File: src/hw/rtl/delimited_telegram_checker_defines.svh
// delimited_telegram_checker_defines.svh: assertion macros for the telegram checker
// depends on: nothing; expects clk_i and rst_ni in the including module
`ifndef DELIMITED_TELEGRAM_CHECKER_DEFINES_SVH
`define DELIMITED_TELEGRAM_CHECKER_DEFINES_SVH

// consequent must hold in the same cycle as the antecedent
`define DTC_ASSERT_SAME(lbl, ante, cons) \
  lbl: assert property (@(posedge clk_i) disable iff (!rst_ni) (ante) |-> (cons)) \
    else $error("assertion failed");

// consequent must hold in the cycle after the antecedent
`define DTC_ASSERT_NEXT(lbl, ante, cons) \
  lbl: assert property (@(posedge clk_i) disable iff (!rst_ni) (ante) |=> (cons)) \
    else $error("assertion failed");

`endif

File: src/hw/rtl/dtc_pkg.sv
// dtc_pkg: types and constants of the delimited telegram checker
// depends on: nothing
package dtc_pkg;

  // saturation limit of the per-frame byte counter
  localparam int unsigned COUNT_LIMIT = 255;
  localparam int unsigned CNT_W       = $clog2(COUNT_LIMIT + 1);

  localparam logic [7:0] DELIM_BYTE = 8'd177;
  localparam logic [7:0] SHORT_LEN  = 8'd11;
  localparam logic [7:0] LONG_LEN   = 8'd15;
  localparam logic [7:0] BYTES_MAX  = 8'd255;

  // byte positions inside a frame, counted from zero
  localparam logic [CNT_W-1:0] POS_LEN_HIGH   = CNT_W'(2);
  localparam logic [CNT_W-1:0] POS_LEN_LOW    = CNT_W'(3);
  localparam logic [CNT_W-1:0] POS_SHORT_CHK  = CNT_W'(8);
  localparam logic [CNT_W-1:0] POS_LONG_CHK   = CNT_W'(12);
  localparam logic [CNT_W-1:0] MIN_DELIM_CNT  = CNT_W'(3);
  localparam logic [CNT_W-1:0] SHORT_CNT      = CNT_W'(11);
  localparam logic [CNT_W-1:0] LONG_CNT       = CNT_W'(15);
  localparam logic [CNT_W-1:0] CNT_MAX        = CNT_W'(COUNT_LIMIT);

  typedef enum logic [1:0] {
    VERDICT_SHORT  = 2'd0,
    VERDICT_LONG   = 2'd1,
    VERDICT_REJECT = 2'd2
  } verdict_e;

  typedef struct packed {
    logic       queue_empty;
    logic [7:0] data_byte;
  } rx_item_t;

  typedef struct packed {
    logic [7:0] frame_bytes;
    verdict_e   verdict;
  } result_t;

endpackage

File: src/hw/rtl/dtc_frame.sv
// dtc_frame: per-frame state and verdict logic of the telegram checker
// depends on: dtc_pkg, delimited_telegram_checker_defines.svh
`include "delimited_telegram_checker_defines.svh"

module dtc_frame (
  input  logic              clk_i,
  input  logic              rst_ni,
  input  logic              valid_i,
  input  dtc_pkg::rx_item_t item_i,
  input  logic              res_ready_i,
  output logic              take_o,
  output logic              res_valid_o,
  output dtc_pkg::result_t  res_o
);
  import dtc_pkg::*;

  logic [CNT_W-1:0] cnt_q, cnt_d, cnt_inc;
  logic [7:0]       prev_q, prev_d;
  logic [7:0]       len_hi_q, len_hi_d;
  logic [7:0]       len_lo_q, len_lo_d;
  logic [7:0]       sum_q, sum_d;
  logic             short_ok_q, short_ok_d;
  logic             long_ok_q, long_ok_d;
  logic             delim, frame_end, sum_pos;
  logic [7:0]       b;
  verdict_e         verdict;

  assign take_o = valid_i && res_ready_i;
  assign b      = item_i.data_byte;

  // saturating count including this byte
  assign cnt_inc = (cnt_q < CNT_MAX) ? cnt_q + CNT_W'(1) : CNT_MAX;

  assign sum_pos = (cnt_q == CNT_W'(3)) || (cnt_q == CNT_W'(5)) || (cnt_q == CNT_W'(7)) ||
                   (cnt_q == CNT_W'(9)) || (cnt_q == CNT_W'(11));

  assign delim = (cnt_inc >= MIN_DELIM_CNT) && (b == DELIM_BYTE) && (prev_q == DELIM_BYTE);
  assign frame_end = delim || item_i.queue_empty;

  // verdict; header and check flags are settled before the closing delimiter
  always_comb begin
    verdict = VERDICT_REJECT;
    if (delim && (len_hi_q == 8'd0)) begin
      if ((cnt_inc == SHORT_CNT) && (len_lo_q == SHORT_LEN) && short_ok_q) begin
        verdict = VERDICT_SHORT;
      end else if ((cnt_inc == LONG_CNT) && (len_lo_q == LONG_LEN) && long_ok_q) begin
        verdict = VERDICT_LONG;
      end
    end
  end

  // next frame state, cleared after a verdict
  always_comb begin
    cnt_d      = cnt_q;
    prev_d     = prev_q;
    len_hi_d   = len_hi_q;
    len_lo_d   = len_lo_q;
    sum_d      = sum_q;
    short_ok_d = short_ok_q;
    long_ok_d  = long_ok_q;
    if (take_o) begin
      if (frame_end) begin
        cnt_d      = '0;
        prev_d     = '0;
        len_hi_d   = '0;
        len_lo_d   = '0;
        sum_d      = '0;
        short_ok_d = 1'b0;
        long_ok_d  = 1'b0;
      end else begin
        cnt_d  = cnt_inc;
        prev_d = b;
        if (cnt_q == POS_LEN_HIGH) begin
          len_hi_d = b;
        end
        if (cnt_q == POS_LEN_LOW) begin
          len_lo_d = b;
        end
        if (sum_pos) begin
          sum_d = sum_q + b;
        end
        if (cnt_q == POS_SHORT_CHK) begin
          short_ok_d = (b == sum_q);
        end
        if (cnt_q == POS_LONG_CHK) begin
          long_ok_d = (b == sum_q);
        end
      end
    end
  end

  always_ff @(posedge clk_i or negedge rst_ni) begin
    if (!rst_ni) begin
      cnt_q      <= '0;
      prev_q     <= '0;
      len_hi_q   <= '0;
      len_lo_q   <= '0;
      sum_q      <= '0;
      short_ok_q <= 1'b0;
      long_ok_q  <= 1'b0;
    end else begin
      cnt_q      <= cnt_d;
      prev_q     <= prev_d;
      len_hi_q   <= len_hi_d;
      len_lo_q   <= len_lo_d;
      sum_q      <= sum_d;
      short_ok_q <= short_ok_d;
      long_ok_q  <= long_ok_d;
    end
  end

  // result for the output register
  assign res_valid_o       = take_o && frame_end;
  assign res_o.verdict     = verdict;
  assign res_o.frame_bytes = (cnt_inc > CNT_W'(BYTES_MAX)) ? BYTES_MAX : 8'(cnt_inc);

  // a verdict restarts the frame
  `DTC_ASSERT_NEXT(a_clear_after_verdict, res_valid_o, cnt_q == '0 && sum_q == 8'd0)
  // a valid short frame carries exactly eleven bytes
  `DTC_ASSERT_SAME(a_short_len, res_valid_o && verdict == VERDICT_SHORT,
                   res_o.frame_bytes == SHORT_LEN)
  // a valid long frame carries exactly fifteen bytes
  `DTC_ASSERT_SAME(a_long_len, res_valid_o && verdict == VERDICT_LONG,
                   res_o.frame_bytes == LONG_LEN)
  // a frame without delimiter is always rejected
  `DTC_ASSERT_SAME(a_no_delim_reject, res_valid_o && !delim, verdict == VERDICT_REJECT)

endmodule

File: config.mk
export PLATFORM = sky130hd
export DESIGN_NAME = dtc_frame
export DESIGN_NICKNAME = d
export VERILOG_FILES = /design/src/hw/rtl/dtc_pkg.sv /design/src/hw/rtl/dtc_frame.sv
export VERILOG_INCLUDE_DIRS = /design/src /design/src/hw/rtl
export SDC_FILE = /design/constraint.sdc
export NUM_CORES = 1
export LEC_CHECK = 0
export BUFFER_PORTS_ARGS = -buffer_cell sky130_fd_sc_hd__buf_2
export CAP_MARGIN = 15
export CORE_ASPECT_RATIO = 0.6
export CORE_MARGIN = 2
export CORE_UTILIZATION = 50
export DETAILED_ROUTE_END_ITERATION = 6
export PLACE_DENSITY = 0.69
export SLEW_MARGIN = 10
export SYNTH_ARGS = -nofsm -noshare
export SYNTH_HDL_FRONTEND = slang
export SYNTH_SLANG_ARGS = --single-unit
File: constraint.sdc
create_clock -name clk_i -period 3.3 [get_ports clk_i]
set_clock_uncertainty 0.1 [all_clocks]
set_input_delay 0.33 -clock clk_i [delete_from_list [all_inputs] [get_ports clk_i]]
set_output_delay 0.33 -clock clk_i [all_outputs]
set_load 0.01 [all_outputs]
==> impl_results.md, run 1 <==
- Total detailed-routing wirelength: 6450 µm
- Period utilization: 0.887
- Synth top area share: 0.404
- Shortest period the worst path allows: 2930 ps
- Main synth FF type: dfrtp_1
- Sequential share of the synthesized area: 0.404
- Worst-path clk slew: 80 ps
- Cell Rows: 20
- NumNets Final: 319
- Slew headroom: 0.374
- Max IR drop VDD: 0.212 mV
- Critical path arrival: 2500 ps
- Root buffer cell: clkbuf_8
- Synthesized net count: 294
- CTS tree: done
- Hold Crit Class: in2async
- Buffers on Ports: 24
- Hold slack final: 64.2 ps
- Initial antenna violation count: 0
- First-pass GRT wire length: 10000 µm
- Synthesized cell area: 0.00260 mm²
- Filler cells: 456
- Core box area: 0.00503 mm²
- Routed vias/inst: 6.03
- Startpoint Class: flip-flop
- Mean post-synth cell area: 9.71 µm²
- LEAKAGE: 1.30 nW
- Total power draw: 1.25 mW
- Fmax: 342 MHz
- Worst setup EP type: output pin
- Syn-to-layout area delta: 11.2%
- Die width: 97.1 µm
- Antenna Nets Post-Route: 0
- N_diodes: 0
- CTS Buf Count: 5
- Reg2Reg Depth: 7
- Delay-heaviest family, CP: compound AO/OA/AOI/OAI gates
- Hpwl dp: 4680 µm
- Worst R2R Setup Slack: 420 ps
- Total negative slack: 0 ps
- Critical path class: reg2out
- Sink Count: 42
- DRT Pass-1 Iters: 4
- Worst-path cell chain: ha_1, nand4_1, a31o_1, a2111oi_4, a41o_2, a21oi_4, buf_2
- Vias in the first global route: 1917
- Flops & latches, synth: 42
- Clock Latency Late Sink: 290 ps
- Initial Util: 0.517
- Worst EP required: 2870 ps
- R2R Path Start: cnt_q[0]
- Die extent in y: 59.9 µm
- Share of post-route cells with drive strength above 1: 0.204
- Die ar.: 0.00581 mm²
- Worst-path maximum fanout: 8
- Max-Cap Viols: 0
- Least-Margin Pin Slew: 938 ps
- Post-synthesis cell type count: 50
- Via count: 2169
- Largest net degree at the start of global routing: 43
- RD Place Congestion: 0.851
- Final setup violation count: 0
- DRT iter0 DRCs: 168
- Power per cell area: 434 mW/mm²
- Mapped Cells: 268
- Crit-path max cell delay: 490 ps
- Final hold vios: 0
- FF-to-FF End: len_lo_q[2]
- EDFF count, synth: 0
- Crit path buffers/inverters: 1
- GR Util All Layers: 0.223
- Largest buffer count on any clock path: 2
- Ports: 25
- CP max stage cell: dfrtp_1
- Routed wire per std cell: 17.9 µm
- YS warnings: 0
- DRC errors left: 0
- Async set-reset flop share out of synthesis: 1.00
- Most area-consuming cells after synthesis: dfrtp_1, o32ai_2, nand2_1, ha_1, a32o_1
- Status: finished clean
- Cell taking the most area after synthesis: dfrtp_1
- Grt total ovfl: 0
- Htree depth: 2
- Final Max Slew Viols: 0
- RSZ-0062 raised after global routing: no
## worst max-delay path by stage
stage | startpoint | to | cells past startpoint
2_1_floorplan | cnt_q[0] | res_valid_o | 7
3_3_place_gp | cnt_q[2] | res_valid_o | 6
3_5_place_dp | cnt_q[0] | res_valid_o | 7
4_1_cts | cnt_q[0] | res_valid_o | 7
5_1_grt | cnt_q[0] | res_valid_o | 7
6_report | cnt_q[0] | res_valid_o | 7
## layout make-up
type	count	area, µm²	share of cell area
clock buffer	5	68.8	0.0238
clock inverter	3	40.0	0.0138
inverter	16	61.3	0.0212
multi-input combinational	196	1410	0.487
sequential	42	1050	0.363
tap	66	82.6	0.0285
timing repair buffer	32	180	0.0623
## cell families after synthesis
| family | Yosys count | synth area share |
|---|---|---|
| AND/OR/NAND/NOR | 108 | 0.202 |
| AO/OA/AOI/OAI | 65 | 0.240 |
| flip-flops | 42 | 0.404 |
| buffers and inverters | 30 | 0.0543 |
| adder cells (fa/ha/maj) | 13 | 0.0654 |
| XOR/XNOR | 8 | 0.0269 |
| multiplexers | 2 | 0.00818 |
## per-layer routing
metal | global-route usage | vias up | wire length [µm]
met5 | 0 | - | 0
met4 | 0.0342 | 0 | 40
met3 | 0.0608 | 4 | 501
met2 | 0.297 | 69 | 2560
met1 | 0.361 | 1060 | 3350
li1 | - | 1036 | -
## cells in the final DEF, fill, tap and decap left out, types with 2 or more instances in the layout
master	instances
o32ai_2	13
xnor2_1	6
and2_1	3
nand3_1	11
nor4bb_1	2
nor4_1	4
buf_2	24
o211ai_1	2
a21o_1	3
nand2_1	52
o21ai_1	6
nor3_1	8
clkinv_2	3
o22ai_1	2
inv_1	14
o32ai_1	5
nand4_1	7
buf_4	8
dfrtp_1	42
clkbuf_8	5
a21oi_1	7
xor2_1	2
o21ai_0	2
nor2_1	9
ha_1	12
or3_1	2
nand2b_1	3
a32o_1	7
o31ai_1	9
## synth_stat cells (2+ instances only)
library cell  instances
inv_1                14
o211ai_1              2
o31ai_1               9
xor2_1                2
nor2_1                9
and2_1                3
o32ai_2              13
a32o_1                7
buf_2                 4
nor4_1                4
nand2_1              52
xnor2_1               6
dfrtp_1              42
nor4bb_1              2
buf_6                 2
clkbuf_1              6
o22ai_1               2
a21o_1                3
o32ai_1               5
or3_1                 2
nand2b_1              3
buf_4                 2
nor3_1                8
nand3_1              11
o21ai_0               2
o21ai_1               6
a21oi_1               7
ha_1                 12
nand4_1               7
## registers in the layout (all words and copies together) (netlist names)
register / flops
cnt_q: 8
len_hi_q: 8
len_lo_q: 8
long_ok_q: 1
prev_q: 8
short_ok_q: 1
sum_q: 8
## through the flow
step / setup slack [ps] / utilization / instances / area (µm²)
6_report: 372 / 0.575 / 360 / 2890
5_1_grt: 261 / 0.575 / 360 / 2890
4_1_cts: 122 / 0.566 / 354 / 2850
3_5_place_dp: 447 / 0.545 / 346 / 2740
3_3_place_gp: 546 / 0.545 / 346 / 2740
2_1_floorplan: 854 / - / 268 / 2600
## timing repair
item	in CTS	in global routing
buffers inserted	0	6
setup endpoints to repair	0	1
resized for setup	0	0
hold buffers	0	0
## power by group
part | total, mW | internal [mW] | leakage (nW) | switching, mW
registers | 0.594 | 0.556 | 0.570 | 0.0380
logic | 0.257 | 0.103 | 0.675 | 0.154
clock network | 0.403 | 0.223 | 0.0579 | 0.180
Power figures use the tool's default switching activity.
==> inputs of run 2 (changes only) <==
--- a/config.mk
+++ b/config.mk
@@ -8,12 +8,14 @@
 export LEC_CHECK = 0
 export BUFFER_PORTS_ARGS = -buffer_cell sky130_fd_sc_hd__buf_2
 export CAP_MARGIN = 15
+export CELL_PAD_IN_SITES_DETAIL_PLACEMENT = 0
+export CELL_PAD_IN_SITES_GLOBAL_PLACEMENT = 2
 export CORE_ASPECT_RATIO = 0.6
 export CORE_MARGIN = 2
-export CORE_UTILIZATION = 50
+export CORE_UTILIZATION = 38
 export DETAILED_ROUTE_END_ITERATION = 6
-export PLACE_DENSITY = 0.69
-export SLEW_MARGIN = 10
+export PLACE_DENSITY_LB_ADDON = 0.1
+export SLEW_MARGIN = 15
 export SYNTH_ARGS = -nofsm -noshare
 export SYNTH_HDL_FRONTEND = slang
 export SYNTH_SLANG_ARGS = --single-unit
==> run 2 against run 1 <==
Compared with the run above: first-iteration DRC count shrank 12%; die area grew 30%; core utilization decreased by 14 points; design area increased by 0.43%; register-to-register slack gained 90 ps.
==> impl_results.md, run 2 (synthesis results as in run 1) <==
- Routed wire per std cell: 18.2 µm (was 17.9 µm)
- Die ar.: 0.00754 mm² (was 0.00581 mm²)
- Clock Latency Late Sink: 290 ps (about the same)
- DRT iter0 DRCs: 148 (was 168)
- Cell Rows: 23 (was 20)
- Post-CTS setup buffer count: 0 (unchanged)
- Initial Util: 0.391 (was 0.517)
- Fin area: 0.00291 mm² (was 0.00289 mm²)
- Fmax: 341 MHz (was 342 MHz)
- Share of post-route cells with drive strength above 1: 0.181 (was 0.204)
- LEAKAGE: 1.28 nW (was 1.30 nW)
- Worst-path clk slew: 60 ps (was 80 ps)
- Post_cts resized: 0 (unchanged)
- Total negative slack: 0 ps (unchanged)
- RSZ-0062 raised after global routing: no (unchanged)
- Initial antenna violation count: 0 (unchanged)
- Grt total ovfl: 0 (unchanged)
- Ports: 25 (unchanged)
- N_diodes: 0 (unchanged)
- Placed cell count: 368 (was 346)
- Die extent in y: 68.1 µm (was 59.9 µm)
- Dpl ws: 510 ps (was 447 ps)
- Worst setup EP type: output pin (unchanged)
- Total detailed-routing wirelength: 6840 µm (was 6450 µm)
- Root buffer cell: clkbuf_16 (was clkbuf_8)
- Worst setup margin: 370 ps (was 372 ps)
- Period utilization: 0.888 (was 0.887)
- Hold Buf Count CTS: 0 (unchanged)
- Shortest period the worst path allows: 2930 ps (about the same)
- Antenna Nets Post-Route: 0 (unchanged)
- RD Place Congestion: 0.790 (was 0.851)
- Largest buffer count on any clock path: 2 (unchanged)
- Slew headroom: 0.365 (was 0.374)
- Non-Filler Instances: 375 (was 360)
- Buffers on Ports: 24 (unchanged)
- GR Util All Layers: 0.196 (was 0.223)
- Worst EP required: 2870 ps (about the same)
- CTS Buf Count: 5 (unchanged)
- Hold Crit Class: in2async (unchanged)
- Core box area: 0.00665 mm² (was 0.00503 mm²)
- Uppermost layer routed: met4 (unchanged)
- Least-Margin Pin Slew: 952 ps (was 938 ps)
- Critical path arrival: 2500 ps (about the same)
- Final setup violation count: 0 (unchanged)
- Max-Cap Viols: 0 (unchanged)
- CTS tree: done (unchanged)
- Routed vias/inst: 5.55 (was 6.03)
- First-pass GRT wire length: 11000 µm (was 10000 µm)
- Worst-path maximum fanout: 9 (was 8)
- Placed inst area: 0.00277 mm² (was 0.00274 mm²)
- Max IR drop VDD: 0.231 mV (was 0.212 mV)
- Vias in the first global route: 1971 (was 1917)
- DRT Pass-1 Iters: 4 (unchanged)
- Power per cell area: 456 mW/mm² (was 434 mW/mm²)
- Status: finished clean (unchanged)
- Most frequent cells in the layout: nand2_1, dfrtp_1, buf_2, inv_1, o32ai_2 (unchanged)
- Met3 Routed Length: 373 µm (was 501 µm)
- NumNets Final: 314 (was 319)
- Final hold vios: 0 (unchanged)
- Largest net degree at the start of global routing: 43 (unchanged)
- Syn-to-layout area delta: 11.7% (was 11.2%)
- Met1 WL: 3860 µm (was 3350 µm)
- Die width: 111 µm (was 97.1 µm)
- Startpoint Class: flip-flop (unchanged)
- Commonest non-fill, non-tap cell in the layout: nand2_1 (unchanged)
- Routed wl met2: 2520 µm (was 2560 µm)
- Htree depth: 2 (unchanged)
- Final Max Slew Viols: 0 (unchanged)
- Via count: 2083 (was 2169)
- Hpwl dp: 4960 µm (was 4680 µm)
- Critical path class: reg2out (unchanged)
- DRC errors left: 0 (unchanged)
- Sink Count: 42 (unchanged)
- Total power draw: 1.33 mW (was 1.25 mW)
-- run 2: cell count changes in the layout (fill, tap and decap cells not counted) --
cell and delta:
buf_4 -5, clkbuf_16 +5, clkbuf_8 -5, clkbuf_1 +2
clkinv_2 -2, bufinv_16 -1
-- run 2: routing by layer --
metal,vias up,global-route usage
met2,43,0.250
li1,1034,-
met5,-,0
met3,7,0.0434
met1,999,0.314
met4,0,0.0656
-- run 2: where the power goes --
| group | internal [mW] | switching [mW] |
|---|---|---|
| logic | 0.101 | 0.153 |
| clock network | 0.277 | 0.198 |
| registers | 0.557 | 0.0385 |
| total | 0.935 | 0.390 |
-- run 2: path summary, 6_finish.rpt --
path / from / endpoint / slack [ps] / depth (start not counted)
worst max register to register: cnt_q[0] / len_lo_q[0] / 510 / 7
min in group clk_i: item_i[0] / prev_q[0] / 280 / 3
max in group asynchronous: rst_ni / prev_q[7] / 2420 / 1
worst min-delay path: rst_ni / len_hi_q[7] / 90 / 1
worst max-delay path: cnt_q[0] / res_valid_o / 370 / 7
worst min register to register: prev_q[4] / prev_q[4] / 370 / 2
-- run 2: critical path, stage by stage (launching register included) --
cell       delay [ps]
dfrtp_1           470
ha_1              300
nand4_1           180
a31o_1            260
a2111oi_4         360
a41o_2            330
a21oi_4           140
buf_2             170
-- run 2: through the flow --
step | utilization | hold slack (ps)
finish | 0.437 | 93.5
global route | 0.437 | 168
CTS | 0.437 | 136
detailed placement | 0.417 | 362
global placement | 0.417 | 357
floorplan | - | -65.6
-- run 2: layout make-up --
type | instances | area, µm²
multi-input cells | 196 | 1410
fillers | 662 | 3740
inverters | 16 | 61.3
clock buffers | 7 | 133
well taps | 87 | 109
repair buffers | 27 | 143
flip-flops and latches | 42 | 1050
